`config.mk`:
```
export PLATFORM = sky130hd
export DESIGN_NAME = carrier_and_tone_lock_sequencer_top
export DESIGN_NICKNAME = d
export VERILOG_FILES = /design/src/hdl/ctls_pkg.sv /design/src/hdl/carrier_and_tone_lock_sequencer_top.sv /design/src/hdl/ctls_core.sv
export SDC_FILE = /design/constraint.sdc
export NUM_CORES = 1
export LEC_CHECK = 0
export BUFFER_PORTS_ARGS = -buffer_cell sky130_fd_sc_hd__buf_2
export CAP_MARGIN = 20
export CORE_ASPECT_RATIO = 1.5
export CORE_UTILIZATION = 45
export DETAILED_ROUTE_END_ITERATION = 7
export PLACE_DENSITY = 0.65
export SETUP_SLACK_MARGIN = 0.15
export SLEW_MARGIN = 20
export SYNTH_ARGS = -nofsm -noshare
export SYNTH_HDL_FRONTEND = slang
export SYNTH_HIERARCHICAL = 1
export SYNTH_SLANG_ARGS = --single-unit
```
`constraint.sdc`:
```
create_clock -name aclk -period 16 [get_ports aclk]
set_clock_uncertainty 0.2 [all_clocks]
set_input_delay 1.6 -clock aclk [delete_from_list [all_inputs] [get_ports aclk]]
set_output_delay 1.6 -clock aclk [all_outputs]
set_load 0.01 [all_outputs]
```
`src/hdl/ctls_pkg.sv`:
```
`default_nettype none

package ctls_pkg;

    typedef enum logic [1:0] {
        LS_CARRIER = 2'd0,
        LS_TONE    = 2'd1,
        LS_FOUND   = 2'd2,
        LS_FAILED  = 2'd3
    } lock_state_t;

    typedef enum logic [1:0] {
        ACT_START   = 2'd0,
        ACT_TICK10  = 2'd1,
        ACT_TICK500 = 2'd2
    } action_t;

    typedef enum logic [1:0] {
        TK_NONE    = 2'd0,
        TK_DIGITAL = 2'd1,
        TK_TONE    = 2'd2
    } tone_kind_t;

    localparam logic [31:0] NEAR_LIMIT     = 32'd100;
    localparam logic [31:0] HALF_RANGE     = 32'h8000_0000;
    localparam logic [31:0] ALL_ONES       = 32'hFFFF_FFFF;
    localparam logic [1:0]  CARRIER_HITS   = 2'd3;
    localparam logic [1:0]  TONE_HITS      = 2'd2;
    localparam logic [1:0]  HITS_MAX       = 2'd3;
    localparam logic [5:0]  PROGRESS_LIMIT = 6'd32;
    localparam logic [5:0]  PROGRESS_MAX   = 6'd33;
    localparam logic [7:0]  NO_CODE        = 8'hFF;
    localparam logic [7:0]  DWELL_RESET    = 8'd10;

    typedef struct packed {
        logic [1:0]  action;
        logic        single_freq;
        logic [31:0] start_freq;
        logic        scan_active;
        logic        prompt_open;
        logic        counter_valid;
        logic [31:0] counter_freq;
        logic [1:0]  tone_kind;
        logic [7:0]  tone_code;
    } item_t;

    typedef struct packed {
        lock_state_t lock_state;
        logic [31:0] locked_freq;
        logic [7:0]  found_code;
        logic [1:0]  found_type;
        logic        code_valid;
        logic [5:0]  progress;
        logic        restart_counter;
        logic        arm_tone_scan;
    } result_t;

endpackage

`default_nettype wire

```
`src/hdl/carrier_and_tone_lock_sequencer_top.sv`:
```
// Channel   | Direction | Handshake          | Payload
// ----------+-----------+--------------------+------------------------------------------
// s_        | in        | s_valid / s_ready  | action, single_freq, start_freq, flags,
//           |           |                    | counter_freq, tone_kind, tone_code
// m_        | out       | m_valid / m_ready  | lock_state, locked_freq, found code/type,
//           |           |                    | code_valid, progress, two pulses
// cfg_      | in        | cfg_wr_en only     | cfg_wr_data = dwell_ticks
//
// One item per cycle sustained while m_ready stays high; an item's result reaches m_ through
// the input register, then one step of compare-and-update logic into the result register.
// Reset (aresetn low at a clock edge) empties both registers, sets dwell_ticks to 10
// and puts the sequencer in carrier search at frequency all ones.
// A stall on m_ holds the result; the input register still takes an item, and s_ready
// drops only when both registers are full and m_ready is low.
`default_nettype none

module carrier_and_tone_lock_sequencer_top
    import ctls_pkg::*;
(
    input  wire logic        aclk,
    input  wire logic        aresetn,

    input  wire logic        cfg_wr_en,
    input  wire logic [7:0]  cfg_wr_data,

    input  wire logic        s_valid,
    output logic             s_ready,
    input  wire logic [1:0]  s_action,
    input  wire logic        s_single_freq,
    input  wire logic [31:0] s_start_freq,
    input  wire logic        s_scan_active,
    input  wire logic        s_prompt_open,
    input  wire logic        s_counter_valid,
    input  wire logic [31:0] s_counter_freq,
    input  wire logic [1:0]  s_tone_kind,
    input  wire logic [7:0]  s_tone_code,

    output logic             m_valid,
    input  wire logic        m_ready,
    output logic [1:0]       m_lock_state,
    output logic [31:0]      m_locked_freq,
    output logic [7:0]       m_found_code,
    output logic [1:0]       m_found_type,
    output logic             m_code_valid,
    output logic [5:0]       m_progress,
    output logic             m_restart_counter,
    output logic             m_arm_tone_scan
);

    logic    in_valid_reg;
    item_t   in_item_reg;
    logic    out_valid_reg;
    result_t out_result_reg;
    result_t step_result;
    logic    advance;

    // Move the held item through the step when the result register is free or draining.
    assign advance = in_valid_reg && (!out_valid_reg || m_ready);
    assign s_ready = !in_valid_reg || advance;

    always_ff @(posedge aclk) begin
        if (!aresetn) begin
            in_valid_reg <= 1'b0;
        end else if (s_ready) begin
            in_valid_reg <= s_valid;
        end
    end

    // Payload: capture only on acceptance, hold otherwise.
    always_ff @(posedge aclk) begin
        if (s_valid && s_ready) begin
            in_item_reg.action        <= s_action;
            in_item_reg.single_freq   <= s_single_freq;
            in_item_reg.start_freq    <= s_start_freq;
            in_item_reg.scan_active   <= s_scan_active;
            in_item_reg.prompt_open   <= s_prompt_open;
            in_item_reg.counter_valid <= s_counter_valid;
            in_item_reg.counter_freq  <= s_counter_freq;
            in_item_reg.tone_kind     <= s_tone_kind;
            in_item_reg.tone_code     <= s_tone_code;
        end
    end

    // Sequencer state and the one-step update.
    ctls_core u_core (
        .aclk        (aclk),
        .aresetn     (aresetn),
        .cfg_wr_en   (cfg_wr_en),
        .cfg_wr_data (cfg_wr_data),
        .fire        (advance),
        .item        (in_item_reg),
        .result      (step_result)
    );

    always_ff @(posedge aclk) begin
        if (!aresetn) begin
            out_valid_reg <= 1'b0;
        end else if (advance) begin
            out_valid_reg <= 1'b1;
        end else if (m_ready) begin
            out_valid_reg <= 1'b0;
        end
    end

    always_ff @(posedge aclk) begin
        if (advance) begin
            out_result_reg <= step_result;
        end
    end

    assign m_valid           = out_valid_reg;
    assign m_lock_state      = 2'(out_result_reg.lock_state);
    assign m_locked_freq     = out_result_reg.locked_freq;
    assign m_found_code      = out_result_reg.found_code;
    assign m_found_type      = out_result_reg.found_type;
    assign m_code_valid      = out_result_reg.code_valid;
    assign m_progress        = out_result_reg.progress;
    assign m_restart_counter = out_result_reg.restart_counter;
    assign m_arm_tone_scan   = out_result_reg.arm_tone_scan;

endmodule

`default_nettype wire

```
`src/hdl/ctls_core.sv`:
```
`default_nettype none

module ctls_core
    import ctls_pkg::*;
(
    input  wire logic       aclk,
    input  wire logic       aresetn,
    input  wire logic       cfg_wr_en,
    input  wire logic [7:0] cfg_wr_data,
    input  wire logic       fire,
    input  wire item_t      item,
    output result_t         result
);

    typedef struct packed {
        lock_state_t lock_state;
        logic [31:0] freq;
        logic [1:0]  hits;
        logic [7:0]  code;
        tone_kind_t  code_kind;
        logic        code_ok;
        logic [5:0]  progress;
        logic [7:0]  dwell;
        logic        single_mode;
    } state_t;

    state_t     state_reg;
    state_t     state_next;
    logic [7:0] dwell_ticks_reg;
    logic       restart;
    logic       arm;

    function automatic state_t clear_result(state_t s);
        state_t r;
        r           = s;
        r.code      = NO_CODE;
        r.code_kind = TK_NONE;
        r.code_ok   = 1'b0;
        r.hits      = 2'd0;
        r.progress  = 6'd0;
        return r;
    endfunction

    function automatic logic [1:0] bump(logic [1:0] h);
        return (h < HITS_MAX) ? 2'(h + 2'd1) : h;
    endfunction

    always_comb begin
        state_t      n;
        logic [31:0] diff;
        logic [31:0] span;
        logic        near;
        n       = state_reg;
        restart = 1'b0;
        arm     = 1'b0;
        diff    = item.counter_freq - state_reg.freq;
        span    = (diff > HALF_RANGE) ? (32'd0 - diff) : diff;
        near    = (span < NEAR_LIMIT);
        unique case (action_t'(item.action))
            ACT_START: begin
                n.single_mode = item.single_freq;
                if (item.single_freq) begin
                    n.lock_state = LS_TONE;
                    n.freq       = item.start_freq;
                    arm          = 1'b1;
                end else begin
                    n.lock_state = LS_CARRIER;
                    n.freq       = ALL_ONES;
                    restart      = 1'b1;
                end
                n.dwell = dwell_ticks_reg;
                n       = clear_result(n);
            end
            ACT_TICK10: begin
                if (item.scan_active) begin
                    if (state_reg.dwell != 8'd0) begin
                        n.dwell = state_reg.dwell - 8'd1;
                    end else if (!item.prompt_open) begin
                        if (state_reg.lock_state == LS_CARRIER && item.counter_valid) begin
                            n.freq = item.counter_freq;
                            n.hits = near ? bump(state_reg.hits) : 2'd0;
                            if (n.hits < CARRIER_HITS) begin
                                restart = 1'b1;
                            end else begin
                                arm          = 1'b1;
                                n            = clear_result(n);
                                n.lock_state = LS_TONE;
                            end
                            n.dwell = dwell_ticks_reg;
                        end else if (state_reg.lock_state == LS_TONE &&
                                     (item.tone_kind == TK_DIGITAL ||
                                      item.tone_kind == TK_TONE)) begin
                            if (item.tone_code != NO_CODE) begin
                                if (item.tone_kind == TK_DIGITAL) begin
                                    n.code       = item.tone_code;
                                    n.code_kind  = TK_DIGITAL;
                                    n.lock_state = LS_FOUND;
                                    n.code_ok    = 1'b1;
                                end else begin
                                    if (item.tone_code == state_reg.code &&
                                        state_reg.code_kind == TK_TONE) begin
                                        n.hits = bump(state_reg.hits);
                                        if (n.hits >= TONE_HITS) begin
                                            n.lock_state = LS_FOUND;
                                            n.code_ok    = 1'b1;
                                        end
                                    end else begin
                                        n.hits = 2'd0;
                                    end
                                    n.code_kind = TK_TONE;
                                    n.code      = item.tone_code;
                                end
                            end
                            if (n.lock_state < LS_FOUND) begin
                                arm     = 1'b1;
                                n.dwell = dwell_ticks_reg;
                            end
                        end
                    end
                end
            end
            ACT_TICK500: begin
                if (item.scan_active && !item.prompt_open &&
                    state_reg.lock_state < LS_FOUND) begin
                    n.progress = 6'(state_reg.progress + 6'd1);
                    if (n.progress > PROGRESS_LIMIT) begin
                        if (state_reg.lock_state == LS_TONE && !state_reg.single_mode) begin
                            n.lock_state = LS_FOUND;
                        end else begin
                            n.lock_state = LS_FAILED;
                        end
                    end
                end
            end
            default: begin
                // unused action code: show the state, no pulses
            end
        endcase
        state_next = n;
    end

    always_comb begin
        result.lock_state      = state_next.lock_state;
        result.locked_freq     = state_next.freq;
        result.found_code      = state_next.code;
        result.found_type      = 2'(state_next.code_kind);
        result.code_valid      = state_next.code_ok;
        result.progress        = state_next.progress;
        result.restart_counter = restart;
        result.arm_tone_scan   = arm;
    end

    always_ff @(posedge aclk) begin
        if (!aresetn) begin
            dwell_ticks_reg <= DWELL_RESET;
        end else if (cfg_wr_en) begin
            dwell_ticks_reg <= cfg_wr_data;
        end
    end

    always_ff @(posedge aclk) begin
        if (!aresetn) begin
            state_reg.lock_state  <= LS_CARRIER;
            state_reg.freq        <= ALL_ONES;
            state_reg.hits        <= 2'd0;
            state_reg.code        <= NO_CODE;
            state_reg.code_kind   <= TK_NONE;
            state_reg.code_ok     <= 1'b0;
            state_reg.progress    <= 6'd0;
            state_reg.dwell       <= 8'd0;
            state_reg.single_mode <= 1'b0;
        end else if (fire) begin
            state_reg <= state_next;
        end
    end

endmodule

`default_nettype wire

```
## Word-level counts from Yosys, hierarchy flattened

Cells that the tools add are included.

| word-level totals | value |
|---|---|
| bits in registers | 205 |
| input bits | 93 |
| output and inout port bits | 55 |

| operators by class | value |
|---|---|
| $add $sub $neg | 5 |
| magnitude comparators | 8 |
| equal/unequal tests | 17 |
| muxes and demuxes | 62 |
| bitwise operators | 1 |
| reductions and logical operators | 23 |

Operator list:

| cell | number |
|---|---|
| $mux W62 | 3 |
| $pmux W45 S2 | 1 |
| $mux W32 | 2 |
| $mux W53 | 1 |
| $mux W13 | 3 |
| $mux W2 | 18 |
| $mux W33 | 1 |
| $gt A32 B32 Y1 const B | 1 |
| $lt A32 B7 Y1 const B | 1 |
| $mux W8 | 4 |
| $sub A1 B32 Y32 const A | 1 |
| $sub A32 B32 Y32 | 1 |
| $mux W1 | 21 |
| $pmux W6 S3 | 1 |
| $pmux W9 S2 | 1 |
| $mux W6 | 2 |
| $eq A8 B8 Y1 | 1 |
| $logic_and A1 B1 Y1 | 8 |
| $lt A2 B2 Y1 const B | 4 |
| $ne A4 B1 Y1 const B | 2 |
| $ne A8 B8 Y1 const B | 1 |
| $reduce_and A8 Y1 | 1 |
| $reduce_bool A8 Y1 | 1 |
| $sub A8 B1 Y8 const B | 1 |
| 19 further kinds | 35 |

## Depth between registers and ports, before layout

Gate-level depths: netlist (run 1).

| logic depth | value |
|---|---|
| depth in word-level cells | 21 |
| depth in mapped cells | 21 |

## Modules after synthesis

Netlist (run 1), hierarchy kept.

Modules (own cells, without submodules):

| module | instances | cells each | area an instance (um^2) | sequential area each (um^2) |
|---|---|---|---|---|
| ctls_core | 1 | 1215 | 8359.3 | 1401.3 |
| carrier_and_tone_lock_sequencer_top | 1 | 142 | 4097.7 | 4033.9 |

## Worst setup path after synthesis (run 1)

Ideal clock, no wire load.

| timing path | value |
|---|---|
| kind | input port to flip-flop |
| start | in m_ready |
| end | reg in_item_reg[0] (netlist name) (enable) |
| library setup time | 0.545 ns |
| data arrival time | 5.533 ns |
| required time | 15.255 ns |
| path slack | 9.723 ns |
| stages on the path | 2 |
| buffers on the path | 0 |
| path through | nor2b_4 > a21oi_1 |

| on the way | value |
|---|---|
| word-level cells in the longest chain between the ends | 4 |

Ends and longest elaborated chain:

| what | line | RTL |
|---|---|---|
| from (decl) | carrier_and_tone_lock_sequencer_top.sv:39 | `input wire logic m_ready,` |
| $logic_or A1 B1 Y1 | carrier_and_tone_lock_sequencer_top.sv:58 | `assign advance = in_valid_reg && (!out_valid_reg \|\| m_ready);` |
| $logic_and A1 B1 Y1 | carrier_and_tone_lock_sequencer_top.sv:58 |  |
| $logic_or A1 B1 Y1 | carrier_and_tone_lock_sequencer_top.sv:59 | `assign s_ready = !in_valid_reg \|\| advance;` |
| $logic_and A1 B1 Y1 | carrier_and_tone_lock_sequencer_top.sv:71 | `if (s_valid && s_ready) begin` |
| to (decl) | carrier_and_tone_lock_sequencer_top.sv:51 | `item_t in_item_reg;` |

No other way between the ends.
A chain may end at the register's enable or synchronous reset.

==> summary.json, run 1 <==
{
  "postSynthNetCount": {"value": 1485},
  "core-area": {"value": 0.0272, "unit": "sq mm"},
  "finalWorstPathRequiredPeriod": {"value": 6190, "unit": "ps"},
  "netlist_instances": {"value": 1357},
  "cts_sinks": {"value": 205},
  "start_util": {"value": 45.8, "unit": "%"},
  "grt_remaining_overflow": {"value": 0},
  "postSynthRegisterBits": {"value": 205},
  "die-height": {"value": 206, "unit": "um"},
  "syn-cell-area": {"value": 0.0125, "unit": "sq mm"},
  "floorplan.io_pins": {"value": 148},
  "ys_warn_count": {"value": 6},
  "worst_hold_path_type": {"value": "flop to flop"},
  "start_kind": {"value": "flop"},
  "largest_reg_flops": {"value": 80},
  "buffers_from_clock_root_to_sink_at_most": {"value": 3},
  "antennaDiodeCount": {"value": 0},
  "synth_area_leaders": {"value": "edfxtp_1 32%, dfxtp_1 12%, a21oi_1 4.5%"},
  "starting_drt_drc_count": {"value": 721},
  "type_of_element_capturing_the_critical_path": {"value": "flop"},
  "yosys.cell_types.count": {"value": 92},
  "cts-htree-levels": {"value": 1},
  "numPlacedInstances": {"value": 1735},
  "die_area": {"value": 0.0284, "unit": "sq mm"},
  "report.final.hold_viol_count": {"value": 0},
  "wl_per_cell": {"value": 19.3, "unit": "um"},
  "placedInstanceArea": {"value": 0.0130, "unit": "sq mm"},
  "p_leak": {"value": 5.42, "unit": "nW"},
  "area.sequential": {"value": 0.00544, "unit": "sq mm"},
  "fmax": {"value": 162, "unit": "MHz"},
  "critical_path_required": {"value": 16160, "unit": "ps"},
  "layout_common_cells": {"value": "148 x buf_2, 136 x nor2_1, 133 x edfxtp_1"},
  "worstPathMaxFanout": {"value": 11},
  "post_synth.cell_area_avg": {"value": 9.18, "unit": "sq um"},
  "cp.arrival": {"value": 6350, "unit": "ps"},
  "ys_async_sr_fraction": {"value": 0, "unit": "%"},
  "synth-seq-area-share": {"value": 43.6, "unit": "%"},
  "first_global_vias": {"value": 10167},
  "place_congestion": {"value": 0.943},
  "powerDensity": {"value": 104, "unit": "mW/mm^2"},
  "post_cts_resized": {"value": 0},
  "clock_latency": {"value": 530, "unit": "ps"},
  "post_cts_hold_buffer_count": {"value": 0},
  "grt_first_pass_wirelength": {"value": 52.8, "unit": "mm"},
  "period_share": {"value": 38.7, "unit": "%"},
  "routed_wl": {"value": 34.2, "unit": "mm"},
  "final_cells": {"value": 1776},
  "pin_count_of_the_biggest_net_entering_global_routing": {"value": 83},
  "worst_setup_hold_path_clk_slew": {"value": 60, "unit": "ps"},
  "setup_violations": {"value": 0},
  "vias_per_cell": {"value": 5.97},
  "synth_top_cell_by_area": {"value": "edfxtp_1"},
  "clock_tree.root_cell": {"value": "clkbuf_16"},
  "yosysTopAreaCellShare": {"value": 32.1, "unit": "%"},
  "worst_ir_drop_vdd": {"value": 0.0000880, "unit": "V"},
  "critPathKind": {"value": "flop to flop"},
  "detailed_place_hpwl": {"value": 24.7, "unit": "mm"},
  "max_slew_margin": {"value": 34.5, "unit": "%"},
  "ant_nets": {"value": 0},
  "setup_repair_after_global_routing_missed_its_margin": {"value": "no"},
  "run_status": {"value": "finished clean"},
  "max_cap_violations": {"value": 0},
  "portBuffers": {"value": 147},
  "final_design_area_no_fill": {"value": 0.0138, "unit": "sq mm"},
  "synth_edf_count": {"value": 133},
  "vias": {"value": 10607},
  "tritoncts": {"value": "done"},
  "num_rows": {"value": 74},
  "post_route_cells_drive_above_1_share": {"value": 16.9, "unit": "%"},
  "slew_violations": {"value": 0},
  "first_pass_iters": {"value": 7},
  "num-fill-cells": {"value": 2620},
  "post_cts_buffers": {"value": 0},
  "numCtsBuffers": {"value": 22},
  "layout.cells.most_common": {"value": "buf_2"},
  "setup_tns": {"value": 0, "unit": "ps"},
  "drc": {"value": 0},
  "die_width": {"value": 138, "unit": "um"},
  "nets": {"value": 1546},
  "antenna_found_initial": {"value": 0},
  "syn_to_final_growth": {"value": 10.9, "unit": "%"},
  "multi_input_area": {"value": 0.00604, "unit": "sq mm"},
  "ys.flop_type": {"value": "edfxtp_1"},
  "tightest_slew": {"value": 980, "unit": "ps"},
  "grt_util_all_layers": {"value": 23.9, "unit": "%"},
  "power": {"value": 0.00143, "unit": "W"}
}
-- critical path, stage by stage (launching register included) --
cell      delay (ps)
edfxtp_1         350
inv_1             50
ha_1             200
inv_1             70
fa_1             220
a211oi_2          90
o31ai_2          810
xor2_1           180
a21oi_1          330
nor4bb_2         740
and4_1           500
nand2_1          160
o311a_1          350
a311oi_1         350
nand4_2          290
o21ai_1          680
nand3_1          210
a21oi_1          220
-- cell type report --
type / instances / share of cell area [%]
Clock buffer: 27 / 4.27
Clock inverter: 13 / 1.14
Inverter: 85 / 2.31
Multi-Input combinational cell: 944 / 43.7
Sequential cell: 205 / 39.3
Tap cell: 342 / 3.10
Timing Repair Buffer: 160 / 6.16
-- final timing paths --
kind	startpoint	end	slack (ps)	cells past startpoint
hold / removal	u_core/state_reg[0]	u_core/state_reg[0]	250	2
setup reg to reg	in_item_reg[10]	m_found_code[1]	9810	17
hold reg to reg	u_core/state_reg[0]	u_core/state_reg[0]	250	2
setup / recovery	in_item_reg[10]	m_found_code[1]	9810	17
-- synth_stat cells, drive strengths merged (9+ instances only) --
cell and n:
nor2b 9, a21o 10, or2 9, nor4 12, o22ai 13, o31ai 13, a311oi 10, a211oi 24
a221o 33, clkbuf 54, nor2 137, nand3 32, o21ai 51, inv 85, edfxtp 133, o21a 9
nand2 129, a31oi 16, ha 34, nor3 23, or3 13, nand4 22, mux2i 11, xnor2 12
dfxtp 72, a21oi 120, buf 69, xor2 17, and2 10, o211ai 46, a22oi 9
-- where the power goes --
part           leakage [nW]  total (W)  switching, W  internal, W
combinational          3.24   0.000296      0.000192     0.000104
clock                 0.360   0.000529      0.000217     0.000312
sequential             1.83   0.000609     0.0000152     0.000593
total                  5.42    0.00143      0.000425      0.00101
-- cells by family after synthesis --
kind of cell,count (synthesis),synth area share [%]
and+or+nand+nor,445,17.4
AOI/OAI and AO/OA,420,23.9
buffers and inverters,208,8.18
DFF,205,43.6
adders and majority gates,35,3.58
xor gates and xnor gates,29,2.10
muxes,15,1.25
-- stage by stage --
step	setup slack, ps	hold WS (ps)	util (%)
after floorplan	9720	232	-
after global placement	9880	246	47.9
after detailed placement	9680	247	47.9
after CTS	9640	256	50.6
after global routing	9440	289	50.8
final	9810	254	50.8
-- routing by layer --
layer  GRT usage, %  vias up  wire length (um)
met3           2.24       76              1150
met4           10.6        0              1380
li1               -     5152                 -
met1           25.6     5113             12900
met5              0        -                 0
met2           46.3      266             18700
(Power assumes the default switching activity.)
==> run 2: changes to the inputs <==
--- a/config.mk
+++ b/config.mk
@@ -5,6 +5,7 @@
 export SDC_FILE = /design/constraint.sdc
 export NUM_CORES = 1
 export LEC_CHECK = 0
+export ABC_AREA = 1
 export BUFFER_PORTS_ARGS = -buffer_cell sky130_fd_sc_hd__buf_2
 export CAP_MARGIN = 20
 export CORE_ASPECT_RATIO = 1.5
==> constraint.sdc (replaced) <==
create_clock -name aclk -period 6.3 [get_ports aclk]
set_clock_uncertainty 0.2 [all_clocks]
set_input_delay 0.63 -clock aclk [delete_from_list [all_inputs] [get_ports aclk]]
set_output_delay 0.63 -clock aclk [all_outputs]
set_load 0.01 [all_outputs]
==> run 2 against run 1 <==
  * Sequential power increased to 2.6 times the previous value
  * Register-to-register slack worse by 8300 ps
  * Final area increased by 3.7%
  * Die area increased by 4.2%
  * Flip-flop and latch count stayed put
  * Global-route usage up 2.3 points
  * Clock power up 140%
==> summary.json, run 2 <==
{
  "run_status": {"value": "finished clean"},
  "netlist_instances": {"value": 1760, "change": "+30%"},
  "synth_area_leaders": {"value": "edfxtp_1 31%, nand2_1 13%, dfxtp_1 11%"},
  "post_cts_hold_buffer_count": {"value": 0, "change": "unchanged"},
  "portBuffers": {"value": 147, "change": "unchanged"},
  "period_share": {"value": 76.4, "unit": "%", "change": "+38 points"},
  "setup_repair_after_global_routing_missed_its_margin": {"value": "no"},
  "met1_usage": {"value": 31.4, "unit": "%", "change": "+5.8 points"},
  "clock_latency": {"value": 520, "unit": "ps", "change": "about the same"},
  "synth_xor_area_share": {"value": 1.42, "unit": "%", "change": "-0.68 points"},
  "tritoncts": {"value": "done"},
  "p_comb_share": {"value": 23.9, "unit": "%", "change": "+3.2 points"},
  "yosys.cell_count.top_type": {"value": "nand2_1"},
  "hold-path-endpoint": {"value": "in_item_reg[57]"},
  "worstPathMaxFanout": {"value": 12, "change": "+1"},
  "critical_path.most_common_cell": {"value": "nand2_1"},
  "post_cts_resized": {"value": 0, "change": "unchanged"},
  "setup_violations": {"value": 0, "change": "unchanged"},
  "swShare": {"value": 31.6, "unit": "%", "change": "+2.0 points"},
  "synth_edf_count": {"value": 133, "change": "unchanged"},
  "powerDensity": {"value": 262, "unit": "mW/mm^2", "change": "+150%"},
  "vias": {"value": 11730, "change": "+11%"},
  "finalWorstPathRequiredPeriod": {"value": 4810, "unit": "ps", "change": "-1370 ps"},
  "ys_warn_count": {"value": 6, "change": "unchanged"},
  "cts-htree-levels": {"value": 1, "change": "unchanged"},
  "setup_tns": {"value": 0, "unit": "ps", "change": "unchanged"},
  "synth_top_cell_by_area": {"value": "edfxtp_1"},
  "worst_r2r_path_depth": {"value": 29, "change": "+12"},
  "syn_to_final_growth": {"value": 10.3, "unit": "%"},
  "clock_tree.root_cell": {"value": "clkbuf_16"},
  "groute.layer.met2.usage": {"value": 47.5, "unit": "%", "change": "+1.2 points"},
  "timing.rr.end": {"value": "u_core/state_reg[16]"},
  "detailed_place_hpwl": {"value": 29.1, "unit": "mm", "change": "+18%"},
  "grt.met3_usage": {"value": 3.27, "unit": "%", "change": "+1.0 points"},
  "first_pass_iters": {"value": 5, "change": "-2"},
  "nets": {"value": 1965, "change": "+27%"},
  "pin_count_of_the_biggest_net_entering_global_routing": {"value": 86, "change": "+3.6%"},
  "yosysTopAreaCellShare": {"value": 30.8, "unit": "%", "change": "-1.3 points"},
  "min_delay_src": {"value": "s_start_freq[12]"},
  "critical_path_required": {"value": 6500, "unit": "ps", "change": "-9660 ps"},
  "critPathTopFamily": {"value": "simple AND/OR/NAND/NOR gates"},
  "timing.hold.worst_path_depth": {"value": 1, "change": "-1"},
  "postSynthRegisterBits": {"value": 205, "change": "unchanged"},
  "grt_first_pass_wirelength": {"value": 59.8, "unit": "mm", "change": "+13%"},
  "detailedPlace.worstSlack": {"value": 1540, "unit": "ps", "change": "-8140 ps"},
  "max_slew_margin": {"value": 28.0, "unit": "%", "change": "-6.5 points"},
  "cpMaxStageDelayCell": {"value": "fa_1"},
  "layout_common_cells": {"value": "464 x nand2_1, 260 x inv_1, 152 x o21ai_0"},
  "worst_slack": {"value": 1490, "unit": "ps", "change": "-8330 ps"},
  "place_congestion": {"value": 0.968, "change": "+2.6%"},
  "largest_reg_flops": {"value": 80, "change": "unchanged"},
  "die-height": {"value": 210, "unit": "um", "change": "+2.1%"},
  "post_synth_and_or_nand_nor_area_fraction": {"value": 25.2, "unit": "%", "change": "+7.8 points"},
  "post_route_cells_drive_above_1_share": {"value": 13.4, "unit": "%", "change": "-3.5 points"},
  "start_kind": {"value": "flop"},
  "synth-seq-area-share": {"value": 41.9, "unit": "%", "change": "-1.8 points"},
  "ys.flop_type": {"value": "edfxtp_1"},
  "main_combinational_cell_family_by_area_after_synthesis": {"value": "simple AND/OR/NAND/NOR gates"},
  "antennaDiodeCount": {"value": 0, "change": "unchanged"},
  "postSynthNetCount": {"value": 1888, "change": "+27%"},
  "p_int": {"value": 0.00257, "unit": "W", "change": "+150%"},
  "grt_util_all_layers": {"value": 26.2, "unit": "%", "change": "+2.3 points"},
  "ys_async_sr_fraction": {"value": 0, "unit": "%", "change": "unchanged"},
  "cp.arrival": {"value": 5010, "unit": "ps", "change": "-1340 ps"},
  "setup.reg_to_reg.worst_slack": {"value": 1490, "unit": "ps", "change": "-8330 ps"},
  "start_util": {"value": 46.1, "unit": "%", "change": "+0.35 points"},
  "critPathKind": {"value": "flop to flop"},
  "type_of_element_capturing_the_critical_path": {"value": "flop"},
  "wl_per_cell": {"value": 17.3, "unit": "um", "change": "-10%"},
  "p_leak": {"value": 6.79, "unit": "nW", "change": "+25%"},
  "report.final.hold_viol_count": {"value": 0, "change": "unchanged"},
  "post_synth.cell_area_avg": {"value": 7.38, "unit": "sq um", "change": "-20%"},
  "floorplan.io_pins": {"value": 148, "change": "unchanged"},
  "timing.critical_path.slowest_cell_delay": {"value": 450, "unit": "ps", "change": "-360 ps"},
  "routed_wl": {"value": 38.1, "unit": "mm", "change": "+11%"},
  "max_cap_violations": {"value": 0, "change": "unchanged"},
  "starting_drt_drc_count": {"value": 782, "change": "+8.5%"},
  "first_global_vias": {"value": 11481, "change": "+13%"},
  "grt_remaining_overflow": {"value": 0, "change": "unchanged"},
  "seqPwrFrac": {"value": 41.8, "unit": "%", "change": "-0.7 points"},
  "worst_ir_drop_vdd": {"value": 0.000239, "unit": "V", "change": "+170%"},
  "worstPathBufferInverterCount": {"value": 3, "change": "+1"},
  "yosys.cell_types.count": {"value": 49, "change": "-47%"},
  "layout.cells.most_common": {"value": "nand2_1"},
  "synth_fa_ha_area_share": {"value": 3.43, "unit": "%", "change": "-0.14 points"},
  "syn-cell-area": {"value": 0.0130, "unit": "sq mm", "change": "+4.2%"},
  "drc": {"value": 0, "change": "unchanged"},
  "die_width": {"value": 141, "unit": "um", "change": "+2.1%"},
  "worst_hold_path_type": {"value": "primary input to flop"},
  "clock_power_share": {"value": 34.3, "unit": "%", "change": "-2.6 points"},
  "switching_pwr": {"value": 0.00119, "unit": "W", "change": "+180%"},
  "synth.top_cells.by_count": {"value": "464 x nand2_1, 261 x inv_1, 152 x o21ai_0, 142 x nor2_1, 133 x edfxtp_1"},
  "slew_violations": {"value": 0, "change": "unchanged"},
  "antenna_found_initial": {"value": 0, "change": "unchanged"},
  "vias_per_cell": {"value": 5.34, "change": "-11%"},
  "worst_setup_hold_path_clk_slew": {"value": 70, "unit": "ps", "change": "about the same"},
  "grt_most_used_layer": {"value": "met2"},
  "synth_mux_area_share": {"value": 0, "unit": "%", "change": "-1.2 points"},
  "fmax": {"value": 208, "unit": "MHz", "change": "+29%"},
  "tightest_slew": {"value": 1080, "unit": "ps", "change": "+98.9 ps"},
  "num_rows": {"value": 75, "change": "+1.4%"},
  "synth_compound_gate_area_share": {"value": 15.6, "unit": "%", "change": "-8.3 points"},
  "ant_nets": {"value": 0, "change": "unchanged"},
  "reg2reg_launch_point": {"value": "in_item_reg[10]"},
  "core-area": {"value": 0.0282, "unit": "sq mm", "change": "+3.4%"},
  "die_area": {"value": 0.0295, "unit": "sq mm", "change": "+4.2%"},
  "cts_sinks": {"value": 205, "change": "unchanged"},
  "numCtsBuffers": {"value": 21, "change": "-4.5%"},
  "num-fill-cells": {"value": 2819, "change": "+7.6%"},
  "buffers_from_clock_root_to_sink_at_most": {"value": 3, "change": "unchanged"},
  "post_cts_buffers": {"value": 0, "change": "unchanged"}
}
## run 2: changes by cell type after synthesis, sizes merged, moves of 16 or more
cell    previous run  this run
nand3             32        94
a211oi            24         4
inv               85       264
clkbuf            54        38
o21ai             51       165
nor2             137       155
nand2            129       476
a221o             33         0
## run 2: per-stage QoR
step           total power, W  hold WS (ps)  instances  cell area (sq um)  utilization [%]
2_1_floorplan         0.00226           223       1760              13000                -
3_3_place_gp          0.00248           238       2160              13600             48.4
3_5_place_dp          0.00249           240       2160              13600             48.4
4_1_cts               0.00379          61.5       2197              14300             50.9
5_1_grt               0.00395          70.0       2197              14300             50.9
6_report              0.00376          84.0       2197              14300             50.9
## run 2: cell type report
type                       instances  area, sq um  area share (%)
timing repair buffer             157          811            5.66
sequential                       205         5440            37.9
clock buffer                      22          529            3.69
inverter                         268         1010            7.03
multi-input combinational       1184         5940            41.4
clock inverter                    15          171            1.20
tap                              346          433            3.02
## run 2: worst register-to-register path, delay by kind of cell (launching register included)
| kind | cells | cell delay [ps] |
|---|---|---|
| AND/OR/NAND/NOR | 23 | 3070 |
| adder cells (fa/ha/maj) | 2 | 610 |
| flip-flops | 1 | 360 |
| buffers and inverters | 3 | 240 |
| XOR/XNOR | 1 | 240 |
## run 2: how the worst max path moves through the flow
stage / from / to / slack [ps] / cells past startpoint
3_5_place_dp: in_item_reg[10] / u_core/state_reg[16] / 1540 / 29
4_1_cts: in_item_reg[10] / u_core/state_reg[16] / 1500 / 29
5_1_grt: in_item_reg[10] / u_core/state_reg[16] / 1040 / 29
6_report: in_item_reg[10] / u_core/state_reg[16] / 1490 / 29
2_1_floorplan: m_ready / u_core/state_reg[2] / 1490 / 9
3_3_place_gp: in_item_reg[10] / u_core/state_reg[16] / 1520 / 29
## run 2: power by group through the flow
stage	combinational [W]	sequential [W]	clock, W
after floorplan	0.000665	0.00160	0
after global placement	0.000882	0.00160	0
after detailed placement	0.000888	0.00160	0
after CTS	0.000893	0.00157	0.00132
after global routing	0.00101	0.00158	0.00137
final	0.000897	0.00157	0.00129
## run 2: metal layers
| layer | wire, um | part of all wire (%) |
|---|---|---|
| met1 | 15500 | 41 |
| met2 | 19400 | 51 |
| met3 | 1940 | 5.1 |
| met4 | 1190 | 3.1 |
| met5 | 0 | 0 |
## run 2: logic make-up (layout without fill, tap and decap cells)
kind of cell             Yosys count  in the layout
buffers and inverters            371            462
AO/OA/AOI/OAI                    357            357
flip-flops                       205            205
XOR/XNOR                          21             21
adder cells (fa/ha/maj)           35             35
AND/OR/NAND/NOR                  771            771
